**config.mk**
```make
export PLATFORM = sky130hd
export DESIGN_NAME = handshake_frame_receiver_flat
export DESIGN_NICKNAME = d
export VERILOG_FILES = /design/src/design/hfr_pkg.sv /design/src/design/hfr_if.sv /design/src/design/hfr_cfg_regs.sv /design/src/design/hfr_core.sv /design/src/design/hfr_out_stage.sv /design/src/design/handshake_frame_receiver.sv /design/src/flat_wrapper.sv
export SDC_FILE = /design/constraint.sdc
export NUM_CORES = 1
export LEC_CHECK = 0
export BUFFER_PORTS_ARGS = -buffer_cell sky130_fd_sc_hd__clkbuf_2
export CORE_MARGIN = 2
export CORE_UTILIZATION = 52
export DETAILED_ROUTE_END_ITERATION = 8
export MAX_ROUTING_LAYER = met4
export PLACE_DENSITY = 0.76
export SLEW_MARGIN = 0
export SYNTH_ARGS = -nofsm -noshare
export SYNTH_HDL_FRONTEND = slang
export SYNTH_SLANG_ARGS = --single-unit
```
**constraint.sdc**
```tcl
create_clock -name i_clk -period 3.4 [get_ports i_clk]
set_input_delay 0.17 -clock i_clk [delete_from_list [all_inputs] [get_ports i_clk]]
set_output_delay 0.17 -clock i_clk [all_outputs]
set_load 0.05 [all_outputs]
```
**src/design/hfr_pkg.sv**
```systemverilog
// ----------------------------------------------------------------------------
// hfr_pkg
// Shared widths, codes and types of the handshake frame receiver.
// ----------------------------------------------------------------------------
package hfr_pkg;

    localparam int BYTE_W      = 8;
    localparam int FREE_W      = 13;
    localparam int INDEX_W     = 9;
    localparam int PHASE_W     = 3;
    localparam int CFG_IDX_W   = 3;
    localparam int BUFFER_BYTES = 4096;

    localparam logic [PHASE_W-1:0] PH_SEND_INIT     = 3'd0;
    localparam logic [PHASE_W-1:0] PH_WAIT_INIT_ACK = 3'd1;
    localparam logic [PHASE_W-1:0] PH_SEND_REQ      = 3'd2;
    localparam logic [PHASE_W-1:0] PH_WAIT_DATA     = 3'd3;
    localparam logic [PHASE_W-1:0] PH_SEND_FIN      = 3'd4;
    localparam logic [PHASE_W-1:0] PH_WAIT_FIN_ACK  = 3'd5;
    localparam logic [PHASE_W-1:0] PH_ERROR         = 3'd6;

    typedef enum logic [CFG_IDX_W-1:0] {
        CFG_CODE_INIT     = 3'd0,
        CFG_CODE_INIT_ACK = 3'd1,
        CFG_CODE_DATA_REQ = 3'd2,
        CFG_CODE_FIN      = 3'd3,
        CFG_CODE_FIN_ACK  = 3'd4
    } t_cfg_idx;

    localparam logic [BYTE_W-1:0] CODE_INIT_RST     = 8'd1;
    localparam logic [BYTE_W-1:0] CODE_INIT_ACK_RST = 8'd2;
    localparam logic [BYTE_W-1:0] CODE_DATA_REQ_RST = 8'd3;
    localparam logic [BYTE_W-1:0] CODE_FIN_RST      = 8'd4;
    localparam logic [BYTE_W-1:0] CODE_FIN_ACK_RST  = 8'd5;

    typedef struct packed {
        logic [BYTE_W-1:0] init;
        logic [BYTE_W-1:0] init_reply;
        logic [BYTE_W-1:0] data_poll;
        logic [BYTE_W-1:0] fin;
        logic [BYTE_W-1:0] fin_ack;
    } t_codes;

    typedef struct packed {
        logic              rx_valid;
        logic [BYTE_W-1:0] rx_byte;
        logic              tx_ready;
        logic [FREE_W-1:0] free_bytes;
    } t_item;

    typedef struct packed {
        logic               tx_valid;
        logic [BYTE_W-1:0]  tx_byte;
        logic               rec_valid;
        logic [BYTE_W-1:0]  rec_byte;
        logic [INDEX_W-1:0] rec_index;
        logic               rec_commit;
        logic               rec_abort;
        logic               stream_done;
        logic [PHASE_W-1:0] phase;
    } t_result;

endpackage

```
**src/design/hfr_if.sv**
```systemverilog
// ----------------------------------------------------------------------------
// hfr_if
// Valid/ready channels of the receiver: link step input, result output and
// register write port.
// ----------------------------------------------------------------------------
interface hfr_in_if import hfr_pkg::*; ();
    logic              valid;
    logic              ready;
    logic              rx_valid;
    logic [BYTE_W-1:0] rx_byte;
    logic              tx_ready;
    logic [FREE_W-1:0] free_bytes;

    modport source (output valid, rx_valid, rx_byte, tx_ready, free_bytes, input ready);
    modport sink   (input valid, rx_valid, rx_byte, tx_ready, free_bytes, output ready);
endinterface

interface hfr_out_if import hfr_pkg::*; ();
    logic               valid;
    logic               ready;
    logic               tx_valid;
    logic [BYTE_W-1:0]  tx_byte;
    logic               rec_valid;
    logic [BYTE_W-1:0]  rec_byte;
    logic [INDEX_W-1:0] rec_index;
    logic               rec_commit;
    logic               rec_abort;
    logic               stream_done;
    logic [PHASE_W-1:0] phase;

    modport source (output valid, tx_valid, tx_byte, rec_valid, rec_byte, rec_index,
                    rec_commit, rec_abort, stream_done, phase, input ready);
    modport sink   (input valid, tx_valid, tx_byte, rec_valid, rec_byte, rec_index,
                    rec_commit, rec_abort, stream_done, phase, output ready);
endinterface

interface hfr_cfg_if import hfr_pkg::*; ();
    logic                 valid;
    logic                 ready;
    logic [CFG_IDX_W-1:0] index;
    logic [BYTE_W-1:0]    data;

    modport source (output valid, index, data, input ready);
    modport sink   (input valid, index, data, output ready);
endinterface

```
**src/design/hfr_cfg_regs.sv**
```systemverilog
// ----------------------------------------------------------------------------
// hfr_cfg_regs
// Handshake symbol code registers, written through the register port.
// ----------------------------------------------------------------------------
module hfr_cfg_regs import hfr_pkg::*; (
    input  logic      i_clk,
    input  logic      i_rst_n,
    hfr_cfg_if.sink   i_cfg,
    output t_codes    o_codes
);

    t_codes r_codes;

    assign i_cfg.ready = 1'b1;
    assign o_codes     = r_codes;

    always_ff @(posedge i_clk) begin
        if (!i_rst_n) begin
            r_codes.init       <= CODE_INIT_RST;
            r_codes.init_reply <= CODE_INIT_ACK_RST;
            r_codes.data_poll  <= CODE_DATA_REQ_RST;
            r_codes.fin        <= CODE_FIN_RST;
            r_codes.fin_ack    <= CODE_FIN_ACK_RST;
        end else if (i_cfg.valid) begin
            unique case (i_cfg.index)
                CFG_CODE_INIT:     r_codes.init       <= i_cfg.data;
                CFG_CODE_INIT_ACK: r_codes.init_reply <= i_cfg.data;
                CFG_CODE_DATA_REQ: r_codes.data_poll  <= i_cfg.data;
                CFG_CODE_FIN:      r_codes.fin        <= i_cfg.data;
                CFG_CODE_FIN_ACK:  r_codes.fin_ack    <= i_cfg.data;
                default: ;
            endcase
        end
    end

endmodule

```
**src/design/hfr_core.sv**
```systemverilog
// ----------------------------------------------------------------------------
// hfr_core
// Link phase and record assembly state; computes the result of one step.
// ----------------------------------------------------------------------------
module hfr_core import hfr_pkg::*; (
    input  logic    i_clk,
    input  logic    i_rst_n,
    input  logic    i_step,
    input  t_item   i_item,
    input  t_codes  i_codes,
    output t_result o_result
);

    typedef enum logic [PHASE_W-1:0] {
        S_SEND_INIT     = PH_SEND_INIT,
        S_WAIT_INIT_ACK = PH_WAIT_INIT_ACK,
        S_SEND_REQ      = PH_SEND_REQ,
        S_WAIT_DATA     = PH_WAIT_DATA,
        S_SEND_FIN      = PH_SEND_FIN,
        S_WAIT_FIN_ACK  = PH_WAIT_FIN_ACK,
        S_ERROR         = PH_ERROR
    } t_link_state;

    typedef enum logic [1:0] {
        AS_EMPTY    = 2'd0,
        AS_LOADING  = 2'd1,
        AS_COMPLETE = 2'd2
    } t_asm_state;

    t_link_state        r_link, n_link;
    t_asm_state         r_asm, n_asm;
    logic [BYTE_W-1:0]  r_len, n_len;
    logic [INDEX_W-1:0] r_cnt, n_cnt;
    logic [INDEX_W-1:0] r_tot, n_tot;

    logic               stored;
    logic               fits;
    logic [BYTE_W-1:0]  len_mid;
    logic [INDEX_W-1:0] tot_mid;
    logic [INDEX_W-1:0] cnt_base;
    logic [INDEX_W-1:0] cnt_mid;
    t_result            res;

    assign o_result = res;

    always_comb begin
        n_link   = r_link;
        n_asm    = r_asm;
        n_len    = r_len;
        n_cnt    = r_cnt;
        n_tot    = r_tot;
        res      = '0;
        res.phase = PHASE_W'(r_link);
        stored   = 1'b0;
        len_mid  = r_len;
        tot_mid  = r_tot;
        cnt_base = r_cnt;
        cnt_mid  = r_cnt;
        fits     = 1'b0;
        unique case (r_link)
            S_SEND_INIT: begin
                if (i_item.tx_ready) begin
                    res.tx_valid = 1'b1;
                    res.tx_byte  = i_codes.init;
                    n_link       = S_WAIT_INIT_ACK;
                end
            end
            S_WAIT_INIT_ACK: begin
                if (i_item.rx_valid) begin
                    n_link = (i_item.rx_byte == i_codes.init_reply) ? S_SEND_REQ : S_ERROR;
                end
            end
            S_SEND_REQ: begin
                if (i_item.tx_ready) begin
                    res.tx_valid = 1'b1;
                    res.tx_byte  = i_codes.data_poll;
                    n_link       = S_WAIT_DATA;
                end
            end
            S_WAIT_DATA: begin
                if (i_item.rx_valid) begin
                    unique case (r_asm)
                        AS_EMPTY: begin
                            len_mid  = i_item.rx_byte;
                            tot_mid  = INDEX_W'(i_item.rx_byte) + INDEX_W'(2);
                            cnt_base = '0;
                            n_asm    = AS_LOADING;
                            stored   = 1'b1;
                        end
                        AS_LOADING: stored = 1'b1;
                        default:    stored = 1'b0;
                    endcase
                    cnt_mid = stored ? cnt_base + INDEX_W'(1) : cnt_base;
                    if (stored) begin
                        res.rec_valid = 1'b1;
                        res.rec_byte  = i_item.rx_byte;
                        res.rec_index = cnt_base;
                    end
                    n_len  = len_mid;
                    n_tot  = tot_mid;
                    n_cnt  = cnt_mid;
                    n_link = stored ? S_SEND_REQ : S_ERROR;
                    fits   = (FREE_W'(len_mid) + FREE_W'(2) <= i_item.free_bytes) &&
                             ((32'(len_mid) + 32'd2) <= BUFFER_BYTES);
                    if (cnt_mid == tot_mid) begin
                        n_asm = AS_COMPLETE;
                        if (fits) begin
                            n_asm          = AS_EMPTY;
                            n_len          = '0;
                            n_cnt          = '0;
                            n_tot          = '0;
                            res.rec_commit = 1'b1;
                            n_link         = S_SEND_FIN;
                        end
                    end
                end
            end
            S_SEND_FIN: begin
                if (i_item.tx_ready) begin
                    res.tx_valid = 1'b1;
                    res.tx_byte  = i_codes.fin;
                    n_link       = S_WAIT_FIN_ACK;
                end
            end
            S_WAIT_FIN_ACK: begin
                if (i_item.rx_valid) begin
                    if (i_item.rx_byte == i_codes.fin_ack) begin
                        res.stream_done = 1'b1;
                        n_link          = S_SEND_INIT;
                    end else begin
                        n_link = S_ERROR;
                    end
                end
            end
            default: begin
                res.rec_abort = (r_asm != AS_EMPTY);
                n_asm  = AS_EMPTY;
                n_len  = '0;
                n_cnt  = '0;
                n_tot  = '0;
                n_link = S_SEND_INIT;
            end
        endcase
    end

    always_ff @(posedge i_clk) begin
        if (!i_rst_n) begin
            r_link <= S_SEND_INIT;
            r_asm  <= AS_EMPTY;
            r_len  <= '0;
            r_cnt  <= '0;
            r_tot  <= '0;
        end else if (i_step) begin
            r_link <= n_link;
            r_asm  <= n_asm;
            r_len  <= n_len;
            r_cnt  <= n_cnt;
            r_tot  <= n_tot;
        end
    end

endmodule

```
**src/design/hfr_out_stage.sv**
```systemverilog
// ----------------------------------------------------------------------------
// hfr_out_stage
// Result register; takes a new result whenever empty or being drained.
// ----------------------------------------------------------------------------
module hfr_out_stage import hfr_pkg::*; (
    input  logic      i_clk,
    input  logic      i_rst_n,
    input  logic      i_load,
    input  t_result   i_result,
    output logic      o_space,
    hfr_out_if.source o_out
);

    logic    r_valid;
    t_result r_result;

    assign o_space = !r_valid || o_out.ready;

    assign o_out.valid       = r_valid;
    assign o_out.tx_valid    = r_result.tx_valid;
    assign o_out.tx_byte     = r_result.tx_byte;
    assign o_out.rec_valid   = r_result.rec_valid;
    assign o_out.rec_byte    = r_result.rec_byte;
    assign o_out.rec_index   = r_result.rec_index;
    assign o_out.rec_commit  = r_result.rec_commit;
    assign o_out.rec_abort   = r_result.rec_abort;
    assign o_out.stream_done = r_result.stream_done;
    assign o_out.phase       = r_result.phase;

    always_ff @(posedge i_clk) begin
        if (!i_rst_n) begin
            r_valid <= 1'b0;
        end else if (o_space) begin
            r_valid <= i_load;
        end
    end

    always_ff @(posedge i_clk) begin
        if (i_load) begin
            r_result <= i_result;
        end
    end

endmodule

```
**src/design/handshake_frame_receiver.sv**
```systemverilog
// ----------------------------------------------------------------------------
// handshake_frame_receiver
// Receiving side of a byte handshake over a serial link, with record
// assembly and commit to a downstream buffer.
// ----------------------------------------------------------------------------
// Channels:
//   i_in   one request per link step: rx_valid/rx_byte, tx_ready, free_bytes.
//   o_out  one result per request: transmit byte, forwarded record byte with
//          its index, commit/abort/done flags and the link phase of the step.
//   i_cfg  writes of the five handshake symbol codes; always ready. The user
//          must write them only while no request is in flight; not enforced.
// A result is registered and appears in the cycle after its request is taken.
// Throughput: one request per cycle; the single result register sets this,
//   and i_in.ready is high whenever that register is empty or drained in the
//   same cycle.
// Stall: while o_out.ready is low and a result is held, i_in.ready drops and
//   the result stays unchanged.
// Reset: the link returns to sending INIT, the assembly empties, the codes
//   take their default values and no result is pending.
// ----------------------------------------------------------------------------
module handshake_frame_receiver import hfr_pkg::*; (
    input  logic      i_clk,
    input  logic      i_rst_n,
    hfr_in_if.sink    i_in,
    hfr_out_if.source o_out,
    hfr_cfg_if.sink   i_cfg
);

    t_codes  codes;
    t_item   item;
    t_result result;
    logic    space;
    logic    step;

    assign i_in.ready = space;
    assign step       = i_in.valid && space;

    assign item.rx_valid   = i_in.rx_valid;
    assign item.rx_byte    = i_in.rx_byte;
    assign item.tx_ready   = i_in.tx_ready;
    assign item.free_bytes = i_in.free_bytes;

    hfr_cfg_regs u_cfg_regs (
        .i_clk   (i_clk),
        .i_rst_n (i_rst_n),
        .i_cfg   (i_cfg),
        .o_codes (codes)
    );

    hfr_core u_core (
        .i_clk    (i_clk),
        .i_rst_n  (i_rst_n),
        .i_step   (step),
        .i_item   (item),
        .i_codes  (codes),
        .o_result (result)
    );

    hfr_out_stage u_out_stage (
        .i_clk    (i_clk),
        .i_rst_n  (i_rst_n),
        .i_load   (step),
        .i_result (result),
        .o_space  (space),
        .o_out    (o_out)
    );

endmodule

```
**src/flat_wrapper.sv**
```systemverilog
// flat-port wrapper written by rule: the top's interface ports become plain ports
module handshake_frame_receiver_flat import hfr_pkg::*;
  (i_clk, i_rst_n, i_in_valid, i_in_rx_valid, i_in_rx_byte, i_in_tx_ready, i_in_free_bytes, i_in_ready, o_out_valid, o_out_tx_valid, o_out_tx_byte, o_out_rec_valid, o_out_rec_byte, o_out_rec_index, o_out_rec_commit, o_out_rec_abort, o_out_stream_done, o_out_phase, o_out_ready, i_cfg_valid, i_cfg_index, i_cfg_data, i_cfg_ready);
  hfr_in_if i_in_i ();
  hfr_out_if o_out_i ();
  hfr_cfg_if i_cfg_i ();
  input  logic i_clk;
  input  logic i_rst_n;
  input wire logic [$bits(i_in_i.valid)-1:0] i_in_valid;
  input wire logic [$bits(i_in_i.rx_valid)-1:0] i_in_rx_valid;
  input wire logic [$bits(i_in_i.rx_byte)-1:0] i_in_rx_byte;
  input wire logic [$bits(i_in_i.tx_ready)-1:0] i_in_tx_ready;
  input wire logic [$bits(i_in_i.free_bytes)-1:0] i_in_free_bytes;
  output wire logic [$bits(i_in_i.ready)-1:0] i_in_ready;
  output wire logic [$bits(o_out_i.valid)-1:0] o_out_valid;
  output wire logic [$bits(o_out_i.tx_valid)-1:0] o_out_tx_valid;
  output wire logic [$bits(o_out_i.tx_byte)-1:0] o_out_tx_byte;
  output wire logic [$bits(o_out_i.rec_valid)-1:0] o_out_rec_valid;
  output wire logic [$bits(o_out_i.rec_byte)-1:0] o_out_rec_byte;
  output wire logic [$bits(o_out_i.rec_index)-1:0] o_out_rec_index;
  output wire logic [$bits(o_out_i.rec_commit)-1:0] o_out_rec_commit;
  output wire logic [$bits(o_out_i.rec_abort)-1:0] o_out_rec_abort;
  output wire logic [$bits(o_out_i.stream_done)-1:0] o_out_stream_done;
  output wire logic [$bits(o_out_i.phase)-1:0] o_out_phase;
  input wire logic [$bits(o_out_i.ready)-1:0] o_out_ready;
  input wire logic [$bits(i_cfg_i.valid)-1:0] i_cfg_valid;
  input wire logic [$bits(i_cfg_i.index)-1:0] i_cfg_index;
  input wire logic [$bits(i_cfg_i.data)-1:0] i_cfg_data;
  output wire logic [$bits(i_cfg_i.ready)-1:0] i_cfg_ready;
  assign i_in_i.valid = i_in_valid;
  assign i_in_i.rx_valid = i_in_rx_valid;
  assign i_in_i.rx_byte = i_in_rx_byte;
  assign i_in_i.tx_ready = i_in_tx_ready;
  assign i_in_i.free_bytes = i_in_free_bytes;
  assign i_in_ready = i_in_i.ready;
  assign o_out_valid = o_out_i.valid;
  assign o_out_tx_valid = o_out_i.tx_valid;
  assign o_out_tx_byte = o_out_i.tx_byte;
  assign o_out_rec_valid = o_out_i.rec_valid;
  assign o_out_rec_byte = o_out_i.rec_byte;
  assign o_out_rec_index = o_out_i.rec_index;
  assign o_out_rec_commit = o_out_i.rec_commit;
  assign o_out_rec_abort = o_out_i.rec_abort;
  assign o_out_stream_done = o_out_i.stream_done;
  assign o_out_phase = o_out_i.phase;
  assign o_out_i.ready = o_out_ready;
  assign i_cfg_i.valid = i_cfg_valid;
  assign i_cfg_i.index = i_cfg_index;
  assign i_cfg_i.data = i_cfg_data;
  assign i_cfg_ready = i_cfg_i.ready;
  handshake_frame_receiver u_core (.i_clk(i_clk), .i_rst_n(i_rst_n), .i_in(i_in_i), .o_out(o_out_i), .i_cfg(i_cfg_i));
endmodule
```
Yosys cells after proc, flatten, opt, wreduce, memory -nomap -nowiden

Index checks and enable logic that the tools add are counted.

Bits in registers: 105
Input port bits: 39
Word-level logic and storage cells: 119

Magnitude comparators: 2
Equality and inequality tests: 20
Muxes and demuxes: 49
Reduce and logical (&&, ||, !) cells: 23
Bitwise logic cells: 1
$add $sub $neg: 4

Operator list:

| operator                                                               | count |
|---|---|
| 9-bit 2-to-1 mux                                                       | 16 |
| 8-bit 2-to-1 mux                                                       | 6 |
| 9-bit one-hot mux with 2 select lines                                  | 2 |
| 3-bit 2-to-1 mux                                                       | 11 |
| 8-bit by 2-bit adder with 9-bit output, second input constant          | 3 |
| 9-bit one-hot mux with 3 select lines                                  | 1 |
| 18-bit 2-to-1 mux                                                      | 1 |
| 3-bit one-hot mux with 6 select lines                                  | 1 |
| 8-bit == test                                                          | 2 |
| 8-bit one-hot mux with 2 select lines                                  | 1 |
| 2-bit AND reduction                                                    | 7 |
| 9-bit by 13-bit <= comparator with 1-bit output                        | 1 |
| 9-bit by 13-bit <= comparator with 1-bit output, second input constant | 1 |
| 3-bit by 2-bit == test with 1-bit output, second input constant        | 4 |
| 2-bit inequality test, second input constant                           | 6 |
| 9-bit by 1-bit adder with 9-bit output, second input constant          | 1 |
| 3-bit == test, second input constant                                   | 3 |
| 9-bit == test                                                          | 1 |
| 3-bit AND reduction                                                    | 3 |
| 2-bit 2-to-1 mux                                                       | 4 |
| 7-bit AND reduction                                                    | 1 |
| 3-bit by 1-bit == test with 1-bit output, second input constant        | 2 |
| 3-bit logical NOT                                                      | 2 |
| 6-bit OR reduction                                                     | 1 |
| 13 further kinds                                                       | 18 |

Depth between registers and ports, before layout

Word-level depth: 11
Depth in mapped cells: 18
Gate-level depth less buffers: 15

Hierarchy

Synthesis repeated with hierarchy kept, for this count alone.

Cell total of the unflattened synthesis: 640
Area, all modules: 5,803.1 um^2

By module, submodules not included:

| module                   | times used | seq. area each (um^2) | area each (um^2) | cells an instance |
|---|---|---|---|---|
| hfr_core                 | 1          | 620.6                 | 3,219.3          | 453 |
| hfr_cfg_regs             | 1          | 800.8                 | 1,537.7          | 149 |
| hfr_out_stage            | 1          | 1,011.0               | 1,039.7          | 37 |
| handshake_frame_receiver | 1          | 0.0                   | 6.3              | 1 |

Worst setup path before layout

Ideal clock, no wire load.

Kind: register -> register
From: reg u_core.u_core.r_asm[0]
To: reg u_core.u_core.r_cnt[1]
Cell stages (with the launch flop): 18
Period minus slack after synthesis: 3.587 ns
Buffers on the path: 6
Arrival: 3.516 ns
Setup time: 0.070 ns
Required time: 3.330 ns
Path slack: -0.187 ns
Path through: dfxtp_1 -> buf_6 -> or2_1 -> buf_2 -> buf_2 -> clkbuf_1 -> clkbuf_1 -> and2_1 -> ha_1 -> nand3_1 -> or3_1 -> xnor2_1 -> a32oi_1 -> nor3_4 -> a21oi_2 -> buf_2 -> o21ai_0 -> a21oi_1

Cells in the longest elaborated chain, start to end: 11
Elaborated cells between the ends (all ways): 27

RTL lines:

| what                                                                      | line                             | text |
|---|---|---|
| from (decl)                                                               | hfr_core.sv:31                   | `t_asm_state r_asm, n_asm;` |
| from (signal assigned)                                                    | hfr_core.sv:155                  | `r_asm <= n_asm;` |
| 2-bit logical NOT                                                         | hfr_core.sv:82                   | `unique case (r_asm)` |
| 8-bit 2-to-1 mux                                                          | hfr_core.sv:82                   |  |
| 8-bit 2-to-1 mux                                                          | hfr_core.sv:81                   | `if (i_item.rx_valid) begin` |
| 8-bit 2-to-1 mux                                                          | hfr_core.sv:60                   | `unique case (r_link)` |
| 8-bit by 2-bit adder with 9-bit output                                    | hfr_core.sv:103, hfr_core.sv:104 |  |
| 9-bit by 13-bit <= comparator with 1-bit output, on equally long branches | hfr_core.sv:103, hfr_core.sv:104 |  |
| 1-bit logical AND                                                         | hfr_core.sv:103                  | `fits = (FREE_W'(len_mid) + FREE_W'(2) <= i_item.free_bytes) &&` |
| 9-bit 2-to-1 mux                                                          | hfr_core.sv:107                  | `if (fits) begin` |
| 9-bit 2-to-1 mux *                                                        | hfr_core.sv:105                  | `if (cnt_mid == tot_mid) begin` |
| 9-bit 2-to-1 mux *                                                        | hfr_core.sv:81                   |  |
| 9-bit one-hot mux with 2 select lines *                                   | hfr_core.sv:60                   |  |
| to (signal assigned)                                                      | hfr_core.sv:157                  | `r_cnt <= n_cnt;` |
| to (decl)                                                                 | hfr_core.sv:33                   | `logic [INDEX_W-1:0] r_cnt, n_cnt;` |

Every way passes the cells marked *; elsewhere a longest branch is shown, timed or not. The select of a mux whose other input is x is not followed.
A chain may end at the register's enable or synchronous reset.

Worst setup path after layout

From: reg u_core.u_core.r_asm[0]
To: reg u_core.u_core.r_len[7]

Cells in the longest elaborated chain, start to end: 11
Elaborated cells between the ends (all ways): 27

RTL lines:

| what                                                                      | line                             | text |
|---|---|---|
| 2-bit logical NOT                                                         | hfr_core.sv:82                   |  |
| 8-bit 2-to-1 mux                                                          | hfr_core.sv:82                   |  |
| 8-bit 2-to-1 mux                                                          | hfr_core.sv:81                   |  |
| 8-bit 2-to-1 mux                                                          | hfr_core.sv:60                   |  |
| 8-bit by 2-bit adder with 9-bit output                                    | hfr_core.sv:103, hfr_core.sv:104 |  |
| 9-bit by 13-bit <= comparator with 1-bit output, on equally long branches | hfr_core.sv:103, hfr_core.sv:104 |  |
| 1-bit logical AND                                                         | hfr_core.sv:103                  |  |
| 8-bit 2-to-1 mux                                                          | hfr_core.sv:107                  |  |
| 8-bit 2-to-1 mux *                                                        | hfr_core.sv:105                  |  |
| 8-bit 2-to-1 mux *                                                        | hfr_core.sv:81                   |  |
| 8-bit one-hot mux with 2 select lines *                                   | hfr_core.sv:60                   |  |
| to (signal assigned)                                                      | hfr_core.sv:156                  | `r_len <= n_len;` |
| to (decl)                                                                 | hfr_core.sv:32                   | `logic [BYTE_W-1:0] r_len, n_len;` |

Marks and branches as above.

==> run_results.csv <==
group,metric,value,unit
drt,totalWireLength,13.16,mm
power_and_ir_drop,p_per_area,382.5,mW/mm^2
placed_design,dp_hpwl,9.455,mm
yosys,syn_inst,628,
timing,fin_crit,3.300,ns
cells_and_area,layout_common_cells,"nand2_1, clkbuf_2, dfxtp_1, a21oi_1, nor2_1",
global_routing,grt_pass1_vias,4540,
yosys,synthXorXnorAreaFrac,5.614,%
drt,routed_via_density,5.761,
cells_and_area,utilization,62.37,%
timing,finalSetupViolCount,0,
min_path,hold_class,"primary input to flop",
global_routing,antenna_found_initial,0,
worst_setup_path,worst-path-max-fanout,8,
yosys,synth_flop_cell,"dfxtp_1",
clock_tree,clk_latency,0.38,ns
clock_tree,numCtsBuffers,9,
yosys,synth_fa_ha_area_share,2.750,%
floorplan,rows,37,
cells_and_area,antenna_cells,0,
yosys,yosysTopAreaCell,"dfxtp_1",
drt,drcViolationCount,0,
global_routing,grt_util_all_layers,24.37,%
job,maxCapViolations,0,
worst_setup_path,cp_num_buf_inv,1,
global_routing,grt_pass1_wl,21.67,mm
worst_setup_path,worstSetupEndpointType,"flop",
timing,max_freq,0.3031,GHz
drt,antenna_left,0,
power_and_ir_drop,ir_drop,196.8,uV
yosys,synth_compound_area_share,14.92,%
yosys,syn_area_per_cell,8.695,sq um
worst_setup_path,arrival,3.57,ns
floorplan,chipHeight,106.5,um
clock_tree,cts_max_path_buffers,2,
drt,first_iter_violations,455,
yosys,netlist-cell-type-count,59,
timing,timing_worst_slew_pin_value,1.248,ns
worst_setup_path,worstPathCellList,"nor2_4 > buf_6 > mux2i_4 > nor3_2 > nand2_1 > xor2_1 > ha_1 > a211o_1 > o221ai_2 > a21oi_2 > o31ai_4 > and3_4 > a21oi_4 > a21o_4 > a32o_1",
cells_and_area,fillCellCount,903,
timing,clock_skew,0.01248,ns
worst_setup_path,worstPathRequired,3.67,ns
cells_and_area,area_growth,17.39,%
floorplan,coreArea,0.01028,sq mm
floorplan,ios,75,
yosys,synth_area,0.005460,sq mm
floorplan,die_area,0.01134,sq mm
floorplan,die_w,106.5,um
timing,slew_headroom,16.71,%
timing,hold_viol_final,0,
timing,whs,0.02053,ns
cells_and_area,fin_nets,754,
clock_tree,cts_num_sinks,105,
worst_setup_path,crit_path_start_kind,"flop",
clock_tree,h-tree-depth,3,
yosys,ys_ff_latch,105,
yosys,synthArstFlopShare,0,%
outcome,status,"complete, no violations",
yosys,synth.top_cell.area_share,26.40,%
global_routing,grt_max_degree,50,
drt,drtPass1Iterations,7,
timing,rsz0062_at_grt,"yes",
global_routing,gr-total-overflow,0,
yosys,syn_nets,679,
placed_design,io_buffer_count,73,
yosys,yosysWarnings,0,
worst_setup_path,crit_type,"flop to flop",
worst_setup_path,slowest_delay,0.37,ns
floorplan,start_util,53.13,%
cells_and_area,drive_gt1_share,22.03,%
worst_setup_path,slowest_stage,"dfxtp_4",
timing,report.final.slew_viol_count,0,
yosys,ys_top_cells_by_area,"dfxtp_1, edfxtp_1, nand2_1, a21oi_1, xnor2_1",
drt,wl_per_cell,15.60,um
clock_tree,cts.clk_slew.worst_paths,0.10,ns
yosys,yosys.area_share.simple,23.19,%
clock_tree,cts_tree,"built",
timing,finalCritPeriodShare,97.05,%
timing,fin_tns_setup,0,ns
yosys,synth_top_family_by_area,"simple AND/OR/NAND/NOR gates",
yosys,synth_edf_count,33,
clock_tree,cts_root_buf,"clkbuf_8",
cells_and_area,layout_commonest_cell,"nand2_1",
yosys,synth_mux_area_share,4.285,%
worst_setup_path,cp_top_family,"compound AO/OA/AOI/OAI gates",
drt,dr_total_vias,4862,
power_and_ir_drop,leakage,2.505,nW
yosys,seq_area_frac_synth,44.55,%
placed_design,gp_congestion,0.9114,
## metal layers
layer  GRT usage [%]  routed length (um)  part of all wire (%)  vias up
met3           3.250                1062                   8.1       20
met5               -                   0                     0        -
met2           36.77                6030                    46      212
li1                -                   -                     -     2342
met4           7.607                 183                   1.4        0
met1           34.32                5887                    45     2288
## layout make-up
type | count | area, sq um | share of cell area [%]
clock buffers | 10 | 127.6 | 1.991
clock inverters | 6 | 60.06 | 0.9370
inverters | 15 | 56.30 | 0.8784
multi-input cells | 463 | 2912 | 45.42
flip-flops and latches | 105 | 2437 | 38.02
well taps | 136 | 170.2 | 2.655
repair buffers | 109 | 646.9 | 10.09
## repair_timing
action / in CTS / in global routing
gates resized for setup: 8 / 18
hold buffers: 0 / 0
setup endpoints to repair: 27 / 28
setup buffers: 3 / 8
pin swaps: 6 / 24
## sequential cells by signal (all words and copies together), names as in the netlist
signal / flops
u_core.u_cfg_regs.o_codes: 40
u_core.u_core.r_link: 3
u_core.u_out_stage.o_out.rec_byte: 8
u_core.u_out_stage.o_out.valid: 1
u_core.u_out_stage.o_out.rec_abort: 1
u_core.u_out_stage.o_out.rec_index: 9
u_core.u_core.r_len: 8
u_core.u_out_stage.o_out.rec_valid: 1
u_core.u_core.r_cnt: 9
u_core.u_core.r_asm: 2
u_core.u_out_stage.o_out.stream_done: 1
u_core.u_out_stage.o_out.tx_valid: 1
u_core.u_out_stage.o_out.phase: 3
u_core.u_out_stage.o_out.rec_commit: 1
u_core.u_out_stage.o_out.tx_byte: 8
u_core.u_core.r_tot: 9
## where the power goes
group	switching, mW	internal, mW
combinational	0.241	0.118
clock	0.462	0.285
sequential	0.0183	1.33
total	0.722	1.73
## synthesized netlist by cell type (2+ instances only)
library cell	instances
o31ai_1	3
nand3b_1	4
a32o_1	8
a21o_1	2
nand4_1	10
o221ai_1	2
nand2_1	124
nor4_1	2
nor2_1	36
or3_1	2
inv_1	15
or2_2	2
nand2b_1	5
o21ai_0	11
and2_1	26
edfxtp_1	33
buf_2	10
nand3_1	22
a21oi_1	52
a22oi_1	7
ha_1	12
o2111ai_1	2
xnor2_1	26
o21a_1	2
buf_1	2
o22ai_1	13
buf_4	2
nor3b_1	2
mux2i_1	20
o211ai_1	3
nor3_1	7
nor2b_1	8
and3_1	11
a211o_1	3
dfxtp_1	72
xor2_1	9
a31oi_1	7
clkbuf_1	30
## cells by family (layout without fill, tap and decap cells)
group           after synthesis  after routing
simple gates                268            268
compound gates              125            125
flops                       105            105
buf+inv                      60            140
xor+xnor                     35             35
mux                          22             22
fa+ha+maj                    12             12
other cells                   1              1
## path summary, 6_finish.rpt
check	cells after the start	end	slack, ns	start
worst max-delay path	15	u_core.u_core.r_len[7]	0.10	u_core.u_core.r_asm[0]
worst min-delay path	3	u_core.u_out_stage.o_out.valid	0.02	i_in_valid
worst max register to register	15	u_core.u_core.r_len[7]	0.10	u_core.u_core.r_asm[0]
worst min register to register	2	u_core.u_cfg_regs.o_codes[33]	0.46	u_core.u_cfg_regs.o_codes[33]
## worst reg2reg max path: cells and delay by family (launching register included)
family / cells / cell delay [ns]
buf+inv: 1 / 0.15
simple gates: 4 / 0.75
mux: 1 / 0.06
xor+xnor: 1 / 0.17
flops: 1 / 0.37
fa+ha+maj: 1 / 0.33
compound gates: 7 / 1.33
## through the flow
step / power (mW) / cells / worst slack, ns / cell area [sq um]
floorplan: 1.615 / 628 / 0.01193 / 5512
global placement: 1.707 / 817 / 0.004092 / 6023
detailed placement: 1.716 / 817 / -0.2262 / 6023
CTS: 2.453 / 836 / 0.003712 / 6271
global route: 2.546 / 844 / -0.04291 / 6410
finish: 2.452 / 844 / 0.1003 / 6410
(Power assumes the default switching activity.)
